`config.mk`:
```
export PLATFORM = sky130hd
export DESIGN_NAME = imm_ram
export DESIGN_NICKNAME = d
export VERILOG_FILES = /design/src/sv/imm_ram.sv
export SDC_FILE = /design/constraint.sdc
export NUM_CORES = 2
export LEC_CHECK = 0
export BUFFER_PORTS_ARGS = -buffer_cell sky130_fd_sc_hd__buf_2
export CORE_ASPECT_RATIO = 1.75
export CORE_MARGIN = 2
export CORE_UTILIZATION = 40
export DETAILED_ROUTE_END_ITERATION = 10
export GPL_TIMING_DRIVEN = 0
export PLACE_DENSITY_LB_ADDON = 0.15
export SYNTH_ARGS = -nofsm -noshare
export SYNTH_HDL_FRONTEND = slang
export SYNTH_SLANG_ARGS = --single-unit
```
`constraint.sdc`:
```
create_clock -name aclk -period 6.64 [get_ports aclk]
set_clock_uncertainty 0.05 [all_clocks]
set_input_delay 0 -clock aclk [delete_from_list [all_inputs] [get_ports aclk]]
set_output_delay 0 -clock aclk [all_outputs]
set_load 0.1 [all_outputs]
```
`src/sv/imm_ram.sv`:
```
`timescale 1ns / 1ps

module imm_ram #(
    parameter int WIDTH = 32,
    parameter int DEPTH = 64,
    localparam int AW = (DEPTH > 1) ? $clog2(DEPTH) : 1
) (
    input  logic             aclk,
    input  logic             we,
    input  logic [AW-1:0]    waddr,
    input  logic [WIDTH-1:0] wdata,
    input  logic [AW-1:0]    raddr,
    output logic [WIDTH-1:0] rdata
);

    logic [WIDTH-1:0] mem [DEPTH];

    always_ff @(posedge aclk) begin
        if (we) begin
            mem[waddr] <= wdata;
        end
        rdata <= mem[raddr];
    end

endmodule

```
==> impl_metrics.yaml <==
run_status:
  status: "finished, violations left"
  violations: "capacitance limit, slew limit"
global_routing:
  first_global_vias: 39201
  grt_max_degree: 65
  grtUsageMet1_pct: 28.38
  global_route.usage.met3_pct: 4.324
  busiest_layer: "met2"
  track_usage_pct: 25.85
  grt_overflow_total: 0
  grt_use_met2_pct: 46.33
  antenna_found_initial: 22
  grt_pass1_wl_um: 344900
sta:
  slew_headroom_pct: -2.205
  worst_pin_slew_ps: 1533
  slew_viol_final: 11
  rsz0062_at_grt: "no"
  setup_viol: 0
  max_freq_mhz: 281.8
  setup_ws_ps: 3092
  post-route-period-util_pct: 53.44
  hold_violations: 0
  min_period_ps: 3548
placed_design:
  hpwl_um: 172700
  dp.cells: 6084
  port_buffers: 69
  post-place-ws_ps: 2473
  gp_congestion: 0.9397
logic_synthesis:
  synth-edff-count: 2048
  netlist_area_um2: 78520
  yosysSeqAreaShare_pct: 79.14
  ys_types: 34
  avgSynthCellArea_um2: 23.62
  synth_nets: 3370
  ys.flop_type: "edfxtp_1"
  ys_warn_count: 0
  netlist_instances: 3324
  async_flop_share_pct: 0
  ys_ff_latch: 2080
route:
  wire_per_inst_um: 40.11
  wl_um: 259400
  ant_nets: 0
  drtIter0Drc: 4902
  drc: 0
  vias: 38436
  avgViaCountPerCell: 5.942
  drt_pass1_iterations: 6
floorplanning:
  core.rowCount: 215
  io_pins: 78
  dieHeight_um: 590.1
  start_util_pct: 40.15
  die_area_um2: 200000
  die_x_um: 338.9
  core-area_um2: 195600
worst_hold_path:
  worstHoldStart: "wdata[14]"
  holdCritPathClass: "primary input to flip-flop"
cells_and_area:
  nFillCells: 16139
  syn_to_final_growth_pct: 15.57
  nNetsFinal: 3759
  instances_no_fill: 6468
  drive_gt1_share_pct: 29.20
critical_path:
  r2r_setup_slack_ps: 3810
  path_class: "primary input to flip-flop"
  critPathLaunchType: "primary input"
  rr_startpoint: "mem[24][16]"
  critPathCaptureType: "flip-flop"
  arrival_ps: 4230
  crit_fanout: 10
  crit_start: "raddr[1]"
  crit_required_ps: 7320
clock_network:
  cts_setup_buffers: 0
  ctsLongestPathBuffers: 4
  htree_levels: 4
  cts.sinks: 2080
  cts_tree: "yes"
  root_buffer: "clkbuf_16"
  insertion_delay_ps: 850
  cts.clk_slew.worst_paths_ps: 60
  cts_buffers: 192
power_and_ir_drop:
  vdd_drop_max_uv: 201.1
  leakagePower_uw: 0.02797
  pwr_density_cell_nw_per_um2: 300.5
run:
  maxCapViolations: 1
==> kinds of logic (layout without fill, tap and decap cells) <==
| family | count (synthesis) | count (layout) | share of synthesized area [%] |
|---|---|---|---|
| buffers and inverters | 182 | 711 | 1.128 |
| AND/OR/NAND/NOR | 223 | 223 | 1.265 |
| AO/OA/AOI/OAI | 202 | 202 | 1.673 |
| flip-flops | 2080 | 2080 | 79.14 |
| multiplexers | 637 | 637 | 16.79 |
| other | 0 | 11 | 0 |
==> stage by stage <==
step / instance area, um2 / hold WS (ps) / util [%] / total power (uW) / TNS [ps]
final: 90740 / 21.43 / 46.40 / 27270 / 0
after global placement: 82120 / 501.7 / 41.99 / 16620 / -29490
after global routing: 90720 / 32.94 / 46.39 / 27870 / 0
after floorplan: 78520 / 48.87 / - / 15760 / 0
after detailed placement: 84340 / 386.3 / 43.12 / 16670 / 0
after CTS: 90510 / 1.940 / 46.28 / 27400 / 0
==> what timing repair did <==
action | in CTS | in global routing
gates resized for setup | 0 | 0
hold buffers | 24 | 11
endpoints found under the hold margin | 1005 | 704
==> cell usage after synthesis (4+ instances only) <==
library cell	count	area (um2)
mux4_2	544	12250
nand3_1	5	25.02
and3_1	4	25.02
mux2i_1	93	930.9
nor2b_1	15	93.84
buf_1	21	78.83
a41o_1	4	40.04
o22ai_1	84	525.5
a311oi_1	8	70.07
nor3_1	7	35.03
o32ai_1	4	35.03
nand3b_1	5	37.54
nand2_1	26	97.59
a21oi_1	62	310.3
edfxtp_1	2048	61500
buf_2	57	285.3
nand2b_1	8	50.05
buf_4	25	187.7
o221ai_1	27	236.5
dfxtp_1	32	640.6
buf_6	5	56.30
a22oi_1	12	90.09
nor2_1	137	514.2
clkbuf_1	74	277.8
==> worst max-delay path, cell delays in order <==
cell and delay, ps:
buf_2 340, buf_2 390, nand2b_1 150, buf_1 910, clkbuf_1 680, o22ai_1 210, nor2_1 770, a21oi_1 410
nor2_1 310
==> worst paths after layout <==
kind,endpoint,cells past startpoint
hold / removal,mem[19][14],1
setup reg to reg,rdata[16],4
hold reg to reg,rdata[20],4
setup / recovery,rdata[25],9
==> flip-flops by register name (all words and copies together) (netlist names) <==
register	flops
mem	2048
rdata	32
==> layout by cell type, fill, tap and decap left out, types with 4 or more instances in the layout <==
cell type,n
edfxtp_1,2048
mux4_2,544
clkbuf_16,196
buf_2,114
clkbuf_1,109
mux2i_1,93
o22ai_1,84
nor2_1,75
buf_12,71
a21oi_1,62
nor2_4,62
buf_4,38
clkinv_2,36
dlygate4sd3_1,35
clkinv_1,34
dfxtp_1,32
o221ai_1,27
nand2_1,26
buf_1,20
buf_6,15
nor2b_1,15
bufinv_16,15
a22oi_1,12
diode_2,11
buf_16,9
nand2b_1,8
a311oi_1,8
clkbuf_2,6
nand3b_1,5
nor3_1,5
nand3_1,5
clkinvlp_4,5
and3_1,4
a41o_1,4
o32ai_1,4
==> metal layers <==
metal / routed length [um] / part of all wire [%] / vias up
li1: - / - / 15039
met1: 86000 / 33 / 21110
met2: 136900 / 53 / 1763
met3: 16820 / 6.5 / 516
met4: 19690 / 7.6 / 8
met5: 39 / 0.015 / -
==> report_power, final <==
group          switching, uW  leakage (uW)  internal, uW
Combinational           1330       0.00637           519
Sequential              27.2        0.0187         14500
Clock                   4860       0.00291          6000
==> final cells by class <==
type	instances	area (um2)	share of cell area, %
antenna	11	27.53	0.03034
buffer	182	894.6	0.9859
clock buffer	239	5086	5.605
clock inverter	95	844.6	0.9307
multi-input combinational	1062	15970	17.59
sequential	2080	62140	68.48
tap	2604	3258	3.591
timing repair buffer	195	2525	2.783
Note: power is estimated with default switching activity, not from simulation.
